===== src/sv/region_dominant_color_classifier_macros.svh =====
// ----------------------------------------------------------------------------
// region dominant color classifier assertion macros
// shared concurrent assertion wrappers, clocked on clk, off during reset
// ----------------------------------------------------------------------------
`ifndef REGION_DOMINANT_COLOR_CLASSIFIER_MACROS_SVH
`define REGION_DOMINANT_COLOR_CLASSIFIER_MACROS_SVH

// same-cycle implication
`define RDCC_ASSERT_NOW(label, ante, cons) \
  label: assert property (@(posedge clk) disable iff (!rst_n) (ante) |-> (cons)) \
    else $error("rdcc same-cycle check failed");

// next-cycle implication
`define RDCC_ASSERT_NEXT(label, ante, cons) \
  label: assert property (@(posedge clk) disable iff (!rst_n) (ante) |=> (cons)) \
    else $error("rdcc next-cycle check failed");

`endif


===== src/sv/rdcc_pkg.sv =====
// ----------------------------------------------------------------------------
// rdcc_pkg
// widths, register indexes, reset values and codes of the color classifier
// ----------------------------------------------------------------------------
package rdcc_pkg;

  // field widths
  localparam int CHAN_BITS   = 8;
  localparam int COL_BITS    = 12;
  localparam int TW_BITS     = 11;
  localparam int RS_BITS     = 12;
  localparam int TOTAL_BITS  = 24;
  localparam int BAND_BITS   = 2;
  localparam int CODE_BITS   = 2;
  localparam int CFG_IDX_BITS  = 2;
  localparam int CFG_DATA_BITS = 12;
  localparam int IN_DATA_BITS  = 40;
  localparam int OUT_DATA_BITS = 80;
  localparam int NUM_BANDS   = 3;
  localparam int NUM_COLORS  = 3;

  // parameter defaults
  localparam int DEF_MAX_COLUMNS = 4096;
  localparam int DEF_COUNT_BITS  = 24;

  // configuration register indexes
  localparam logic [CFG_IDX_BITS-1:0] REG_THIRD_WIDTH = 2'd0;
  localparam logic [CFG_IDX_BITS-1:0] REG_RIGHT_START = 2'd1;
  localparam logic [CFG_IDX_BITS-1:0] REG_STRONG_MIN  = 2'd2;
  localparam logic [CFG_IDX_BITS-1:0] REG_WEAK_MAX    = 2'd3;

  // register reset values
  localparam logic [TW_BITS-1:0]   RST_THIRD_WIDTH = 11'd213;
  localparam logic [RS_BITS-1:0]   RST_RIGHT_START = 12'd426;
  localparam logic [CHAN_BITS-1:0] RST_STRONG_MIN  = 8'd200;
  localparam logic [CHAN_BITS-1:0] RST_WEAK_MAX    = 8'd50;

  // color slots inside a band
  localparam int CLR_RED   = 0;
  localparam int CLR_GREEN = 1;
  localparam int CLR_BLUE  = 2;

  // band indexes
  localparam logic [BAND_BITS-1:0] BAND_LEFT   = 2'd0;
  localparam logic [BAND_BITS-1:0] BAND_CENTER = 2'd1;
  localparam logic [BAND_BITS-1:0] BAND_RIGHT  = 2'd2;

  // dominant color codes
  localparam logic [CODE_BITS-1:0] CODE_OTHER = 2'd1;
  localparam logic [CODE_BITS-1:0] CODE_GREEN = 2'd2;
  localparam logic [CODE_BITS-1:0] CODE_RED   = 2'd3;

  // one registered pixel
  typedef struct packed {
    logic [CHAN_BITS-1:0] blue;
    logic [CHAN_BITS-1:0] green;
    logic [CHAN_BITS-1:0] red;
    logic [COL_BITS-1:0]  column;
    logic                 frame_end;
  } pixel_t;

endpackage


===== src/sv/region_dominant_color_classifier.sv =====
// ----------------------------------------------------------------------------
// region_dominant_color_classifier
// counts strong red, green and blue pixels in three column bands of a frame
// and reports the dominant color of each band at frame end
// ----------------------------------------------------------------------------
// counting: a pixel is counted when it leaves the input register; the three band
//   results of a frame enter the snapshot together with the count of its last pixel
// throughput: one pixel per cycle; a frame end holds its pixel in the input
//   register until the three results of the previous frame have drained
// reset: counters cleared, registers back to their defaults, no item pending
// ----------------------------------------------------------------------------
`include "region_dominant_color_classifier_macros.svh"

module region_dominant_color_classifier #(
  parameter int MAX_COLUMNS = rdcc_pkg::DEF_MAX_COLUMNS,
  parameter int COUNT_BITS  = rdcc_pkg::DEF_COUNT_BITS
) (
  input  logic                                clk,
  input  logic                                rst_n,
  // configuration write port
  input  logic                                cfg_we,
  input  logic [rdcc_pkg::CFG_IDX_BITS-1:0]   cfg_index,
  input  logic [rdcc_pkg::CFG_DATA_BITS-1:0]  cfg_wdata,
  // pixel stream
  input  logic                                in_tvalid,
  output logic                                in_tready,
  // blue[7:0], green[15:8], red[23:16], column[35:24], zero fill[39:36]
  input  logic [rdcc_pkg::IN_DATA_BITS-1:0]   in_tdata,
  input  logic                                in_tlast,   // frame_end
  // band result stream
  output logic                                out_tvalid,
  input  logic                                out_tready,
  // band[1:0], color_code[3:2], red_total[27:4], green_total[51:28],
  // blue_total[75:52], zero fill[79:76]
  output logic [rdcc_pkg::OUT_DATA_BITS-1:0]  out_tdata,
  output logic                                out_tlast   // last_band
);
  import rdcc_pkg::*;

  localparam int SPAN_BITS = COL_BITS + 1;

  typedef logic [COUNT_BITS-1:0] count_t;

  // configuration registers
  logic [TW_BITS-1:0]   third_width_r;
  logic [RS_BITS-1:0]   right_start_r;
  logic [CHAN_BITS-1:0] strong_min_r;
  logic [CHAN_BITS-1:0] weak_max_r;

  // input stage
  pixel_t s1_pix_r;
  logic   s1_valid_r;
  logic   s1_adv;
  logic   s1_close;

  // counters and frame snapshot
  count_t cnt_r    [NUM_BANDS][NUM_COLORS];
  count_t cnt_nxt  [NUM_BANDS][NUM_COLORS];
  count_t snap_r   [NUM_BANDS][NUM_COLORS];
  logic                 snap_valid_r;
  logic [BAND_BITS-1:0] snap_idx_r;
  logic                 snap_free;
  logic                 out_done;

  logic [NUM_BANDS-1:0]  band_hit;
  logic [NUM_COLORS-1:0] color_hit;
  logic [SPAN_BITS-1:0]  col_w;
  logic [SPAN_BITS-1:0]  start_w [NUM_BANDS];

  count_t               rc, gc, bc;
  logic [CODE_BITS-1:0] code;

  // configuration writes
  always_ff @(posedge clk) begin
    if (!rst_n) begin
      third_width_r <= RST_THIRD_WIDTH;
      right_start_r <= RST_RIGHT_START;
      strong_min_r  <= RST_STRONG_MIN;
      weak_max_r    <= RST_WEAK_MAX;
    end else if (cfg_we) begin
      unique case (cfg_index)
        REG_THIRD_WIDTH: third_width_r <= cfg_wdata[TW_BITS-1:0];
        REG_RIGHT_START: right_start_r <= cfg_wdata[RS_BITS-1:0];
        REG_STRONG_MIN:  strong_min_r  <= cfg_wdata[CHAN_BITS-1:0];
        REG_WEAK_MAX:    weak_max_r    <= cfg_wdata[CHAN_BITS-1:0];
        default: ;
      endcase
    end
  end

  // handshake: a frame end waits for room in the snapshot
  assign out_done  = out_tvalid && out_tready && (snap_idx_r == BAND_RIGHT);
  assign snap_free = !snap_valid_r || out_done;
  assign s1_adv    = s1_valid_r && (!s1_pix_r.frame_end || snap_free);
  assign s1_close  = s1_adv && s1_pix_r.frame_end;
  assign in_tready = !s1_valid_r || s1_adv;

  // input register
  always_ff @(posedge clk) begin
    if (!rst_n) begin
      s1_valid_r <= 1'b0;
    end else if (in_tready) begin
      s1_valid_r <= in_tvalid;
    end
  end

  always_ff @(posedge clk) begin
    if (in_tready && in_tvalid) begin
      s1_pix_r.blue      <= in_tdata[7:0];
      s1_pix_r.green     <= in_tdata[15:8];
      s1_pix_r.red       <= in_tdata[23:16];
      s1_pix_r.column    <= in_tdata[35:24];
      s1_pix_r.frame_end <= in_tlast;
    end
  end

  // band membership, each band tested on its own
  assign col_w      = SPAN_BITS'(s1_pix_r.column);
  assign start_w[0] = '0;
  assign start_w[1] = SPAN_BITS'(third_width_r);
  assign start_w[2] = SPAN_BITS'(right_start_r);

  always_comb begin
    for (int k = 0; k < NUM_BANDS; k++) begin
      band_hit[k] = (col_w >= start_w[k]) &&
                    (col_w < start_w[k] + SPAN_BITS'(third_width_r)) &&
                    (32'(s1_pix_r.column) < MAX_COLUMNS);
    end
  end

  // color tests, each color on its own
  always_comb begin
    color_hit[CLR_RED]   = (s1_pix_r.red >= strong_min_r) &&
                           (s1_pix_r.green <= weak_max_r) &&
                           (s1_pix_r.blue <= weak_max_r);
    color_hit[CLR_GREEN] = (s1_pix_r.green >= strong_min_r) &&
                           (s1_pix_r.red <= weak_max_r) &&
                           (s1_pix_r.blue <= weak_max_r);
    color_hit[CLR_BLUE]  = (s1_pix_r.blue >= strong_min_r) &&
                           (s1_pix_r.red <= weak_max_r) &&
                           (s1_pix_r.green <= weak_max_r);
  end

  // saturating counter update
  always_comb begin
    for (int k = 0; k < NUM_BANDS; k++) begin
      for (int c = 0; c < NUM_COLORS; c++) begin
        if (s1_adv && band_hit[k] && color_hit[c] && (cnt_r[k][c] != '1)) begin
          cnt_nxt[k][c] = cnt_r[k][c] + count_t'(1);
        end else begin
          cnt_nxt[k][c] = cnt_r[k][c];
        end
      end
    end
  end

  // counters cleared once the frame end pixel leaves the input register
  always_ff @(posedge clk) begin
    for (int k = 0; k < NUM_BANDS; k++) begin
      for (int c = 0; c < NUM_COLORS; c++) begin
        if (!rst_n || s1_close) begin
          cnt_r[k][c] <= '0;
        end else begin
          cnt_r[k][c] <= cnt_nxt[k][c];
        end
      end
    end
  end

  // frame snapshot takes the counts including the frame end pixel
  always_ff @(posedge clk) begin
    if (s1_close) begin
      snap_r <= cnt_nxt;
    end
  end

  // result sequencing over the three bands
  always_ff @(posedge clk) begin
    if (!rst_n) begin
      snap_valid_r <= 1'b0;
      snap_idx_r   <= BAND_LEFT;
    end else if (s1_close) begin
      snap_valid_r <= 1'b1;
      snap_idx_r   <= BAND_LEFT;
    end else if (out_tvalid && out_tready) begin
      if (snap_idx_r == BAND_RIGHT) begin
        snap_valid_r <= 1'b0;
      end else begin
        snap_idx_r <= snap_idx_r + BAND_BITS'(1);
      end
    end
  end

  // dominant color of the band on the output
  assign rc = snap_r[snap_idx_r][CLR_RED];
  assign gc = snap_r[snap_idx_r][CLR_GREEN];
  assign bc = snap_r[snap_idx_r][CLR_BLUE];

  always_comb begin
    priority if ((rc > gc) && (rc > bc)) begin
      code = CODE_RED;
    end else if ((gc > rc) && (gc > bc)) begin
      code = CODE_GREEN;
    end else begin
      code = CODE_OTHER;
    end
  end

  // result packing
  assign out_tvalid = snap_valid_r;
  assign out_tlast  = (snap_idx_r == BAND_RIGHT);
  assign out_tdata  = {4'b0000, TOTAL_BITS'(bc), TOTAL_BITS'(gc), TOTAL_BITS'(rc),
                       code, snap_idx_r};

  // checks
  `RDCC_ASSERT_NOW(a_close_has_room, s1_close, snap_free)
  `RDCC_ASSERT_NEXT(a_close_starts_left, s1_close,
                    snap_valid_r && (snap_idx_r == BAND_LEFT))
  `RDCC_ASSERT_NEXT(a_drain_empties, out_done && !s1_close, !snap_valid_r)
  `RDCC_ASSERT_NOW(a_idx_in_range, out_tvalid,
                   (snap_idx_r == BAND_LEFT) || (snap_idx_r == BAND_CENTER) ||
                   (snap_idx_r == BAND_RIGHT))

endmodule

===== config.mk =====
export PLATFORM = sky130hd
export DESIGN_NAME = region_dominant_color_classifier
export DESIGN_NICKNAME = d
export VERILOG_FILES = /design/src/sv/rdcc_pkg.sv /design/src/sv/region_dominant_color_classifier.sv
export VERILOG_INCLUDE_DIRS = /design/src /design/src/sv
export SDC_FILE = /design/constraint.sdc
export NUM_CORES = 1
export LEC_CHECK = 0
export ABC_AREA = 0
export BUFFER_PORTS_ARGS = -buffer_cell sky130_fd_sc_hd__buf_2
export CAP_MARGIN = 20
export CORE_MARGIN = 10
export CORE_UTILIZATION = 45
export DETAILED_ROUTE_END_ITERATION = 12
export PLACE_DENSITY = 0.67
export SYNTH_ARGS = -nofsm -noshare
export SYNTH_HDL_FRONTEND = slang
export SYNTH_SLANG_ARGS = --single-unit
export TNS_END_PERCENT = 50

===== constraint.sdc =====
create_clock -name clk -period 7.35 [get_ports clk]
set_input_delay 1.47 -clock clk [delete_from_list [all_inputs] [get_ports clk]]
set_output_delay 1.47 -clock clk [all_outputs]
set_load 0.01 [all_outputs]

==> flow_summary.toml <==
[grt]
grt_use_total_pct = 20.0
antenna_found_initial = 2
grt_overflow = 0
grt_pass1_vias = 19900
grt_max_degree = 151
grt_pass1_wl_um = 112000

[placed_design]
dp_hpwl_um = 53500
io_buffers = 134
place_ws_ps = 1770
gp_congestion = 0.905

[synth]
synth_edf_count = 253
synthArstFlopShare_pct = 0
ys_ff_latch = 512
synth_mux_area_share_pct = 5.26
synth_xor_area_share_pct = 6.55
synth_fa_ha_area_share_pct = 8.65
netlist_instances = 2652
post_synth_num_cell_types = 85
synth_area_um2 = 27000
ys_seq_area_share_pct = 47.3
synth_ff_type = "dfxtp_1"
synth_warnings = 0
synth_compound_area_share_pct = 7.17
synth_top_family_by_area = "simple AND/OR/NAND/NOR gates"
postSynthAreaPerCell_um2 = 10.2
yosys.area_share.simple_pct = 21.7

[setup_path]
worst-path-buf-inv = 2
max_stage_delay_ps = 770
cp.arrival_ps = 4800
path_delay_family = "simple AND/OR/NAND/NOR gates"
path_class = "flop to primary output"
crit_path_cell_trace = "nor2b_4, buf_4, a21oi_1, ha_1, nand4_1, nor4_1, a21oi_1, o22a_1, a211o_1, o31ai_1, buf_2"
crit_path_end_kind = "primary output"
crit_required_ps = 5880
start_kind = "flop"
critPathMaxFanout = 43
crit_slowest_cell = "nor2b_4"
cpMostUsedCell = "a21oi_1"
reg2reg_setup_slack_ps = 2170

[timing]
period_minus_slack_ps = 6270
finalSetupTns_ps = 0
period_share_pct = 85.3
fmax_ghz = 0.159
hold_viol_final = 0
setup_viol = 0
slew_violations = 0
slew_headroom_pct = 21.9
fin_ws_ps = 1080
skew_ps = 19.3
worst_slew_pin_slew_ps = 1160
rsz0062_at_grt = "no"

[power_and_ir_drop]
ir_drop_v = 0.000197
leakagePower_nw = 12.1
power.density_nw_per_um2 = 218
total_power_mw = 6.65

[hold_path]
hold_path.class = "flop to flop"

[finish]
diodes = 0
fin_util_pct = 51.4
fill_cells = 5286
nets = 3030
syn_to_final_growth_pct = 12.8
ff_latch_area_um2 = 12800
layout-drive-gt1-share_pct = 11.6
multiInputGateArea_um2 = 13400

[route]
ant_nets = 0
wl_um = 72100
wl_per_cell_um = 20.0
via_per_inst = 5.64
drt-initial-drc-count = 1571
vias = 20300
drt-pass1-iter-count = 6
drcViolationCount = 0

[floorplan]
die_x_um = 265
die_y_um = 265
fp-row-count = 89
core_um2 = 59200
ios = 143
start_util_pct = 45.6
die_area_um2 = 70200

[cts]
cts_setup_buffers = 0
clockRootBuffer = "clkbuf_16"
insertion_delay_ps = 610
cts.htree.levels = 2
tritoncts = "built"
clockBufferDepth = 3
cts_resized = 0
cts_sinks = 512
cts_made_buffers = 54
postCtsHoldBufs = 0
clk_pin_slew_ps = 60

[status]
status = "finished clean"

[flow_run]
drv_cap = 0
## synthesized netlist by cell type, drive strengths merged, types with 8 or more instances
cell type  count  area, um2
nand2        277       1040
dfxtp        259       5180
edfxtp       253       7600
ha           185       2310
and2         156        978
xor2         145       1270
mux2i        129       1290
inv          122        458
nor2         117        442
nor3         108        601
a21oi        107        536
nand3         93        475
nand4         86        544
o21ai         70        350
nand2b        66        413
clkbuf        64        240
xnor2         57        499
nor4          49        435
and3          45        293
buf           36        203
a21o          33        249
a21boi        25        188
o211ai        23        183
and4          21        188
nor2b         18        113
or3           13       82.6
mux2          11        128
a211oi         9       67.6
nor3b          9       72.6
o21a           8       60.1
## tightest hold or removal path: cells and delay by family (launching register included)
family          cells  cell delay [ps]
flops               1              310
compound gates      1               60
simple gates        1               50
## path summary, 6_finish.rpt
path	cells after the start	startpoint	end
worst min register to register	2	strong_min_r[4]$_SDFFE_PN0P_	strong_min_r[4]$_SDFFE_PN0P_
worst min-delay path	2	strong_min_r[4]$_SDFFE_PN0P_	strong_min_r[4]$_SDFFE_PN0P_
worst max-delay path	11	snap_idx_r[0]$_SDFFE_PP0P_	out_tdata[3]
worst max register to register	17	third_width_r[1]$_SDFFE_PN0P_	snap_r[28]$_DFFE_PP_
## cells by family after synthesis
| logic type | Yosys count |
|---|---|
| other cells | 1 |
| fa+ha+maj | 186 |
| xor+xnor | 202 |
| flops | 512 |
| simple gates | 1077 |
| compound gates | 312 |
| mux | 140 |
| buf+inv | 222 |
## metrics by stage
stage | cells | area, um2 | hold WS, ps
floorplan | 2655 | 27000 | 443
global placement | 3499 | 28500 | 456
detailed placement | 3500 | 28500 | 464
CTS | 3599 | 30400 | 471
global route | 3600 | 30500 | 498
finish | 3600 | 30500 | 471
## per-layer routing
layer	wire [um]	global-route usage, %
met1	31300	25.8
met3	4500	3.01
met4	2820	8.17
met2	33500	33.1
met5	23	0
## cell type report
| cell class | instances | area share, % |
|---|---|---|
| multi-input combinational | 1921 | 43.8 |
| sequential | 512 | 42.0 |
| clock buffer | 72 | 4.99 |
| timing repair buffer | 173 | 3.20 |
| tap | 773 | 3.18 |
| inverter | 122 | 1.53 |
| clock inverter | 27 | 1.27 |
## flip-flops by register name, indices dropped and copies added (netlist names)
name           cells
weak_max_r         8
s1_pix_r          25
out_tvalid         1
s1_valid_r         1
right_start_r     12
snap_idx_r         2
third_width_r     11
col_w             12
strong_min_r       8
snap_r           216
cnt_r            216
## where the power goes
group | leakage [nW] | internal, mW | switching [mW]
clock network | 0.934 | 1.77 | 1.15
registers | 4.21 | 3.05 | 0.0379
logic | 6.97 | 0.226 | 0.417
total | 12.1 | 5.05 | 1.60
## placed cells by master, fill, tap and decap left out, drive strengths merged, types with 23 or more instances in the layout
cell type / n
xor2: 145
nand2: 277
nand3: 93
and3: 45
buf: 173
xnor2: 57
inv: 123
nor2: 117
and2: 156
o21ai: 70
a21o: 33
clkbuf: 72
nand2b: 66
a21oi: 107
dfxtp: 259
ha: 185
nor4: 49
mux2i: 129
edfxtp: 253
a21boi: 25
nor3: 108
o211ai: 23
nand4: 86
(Power assumes the default switching activity.)
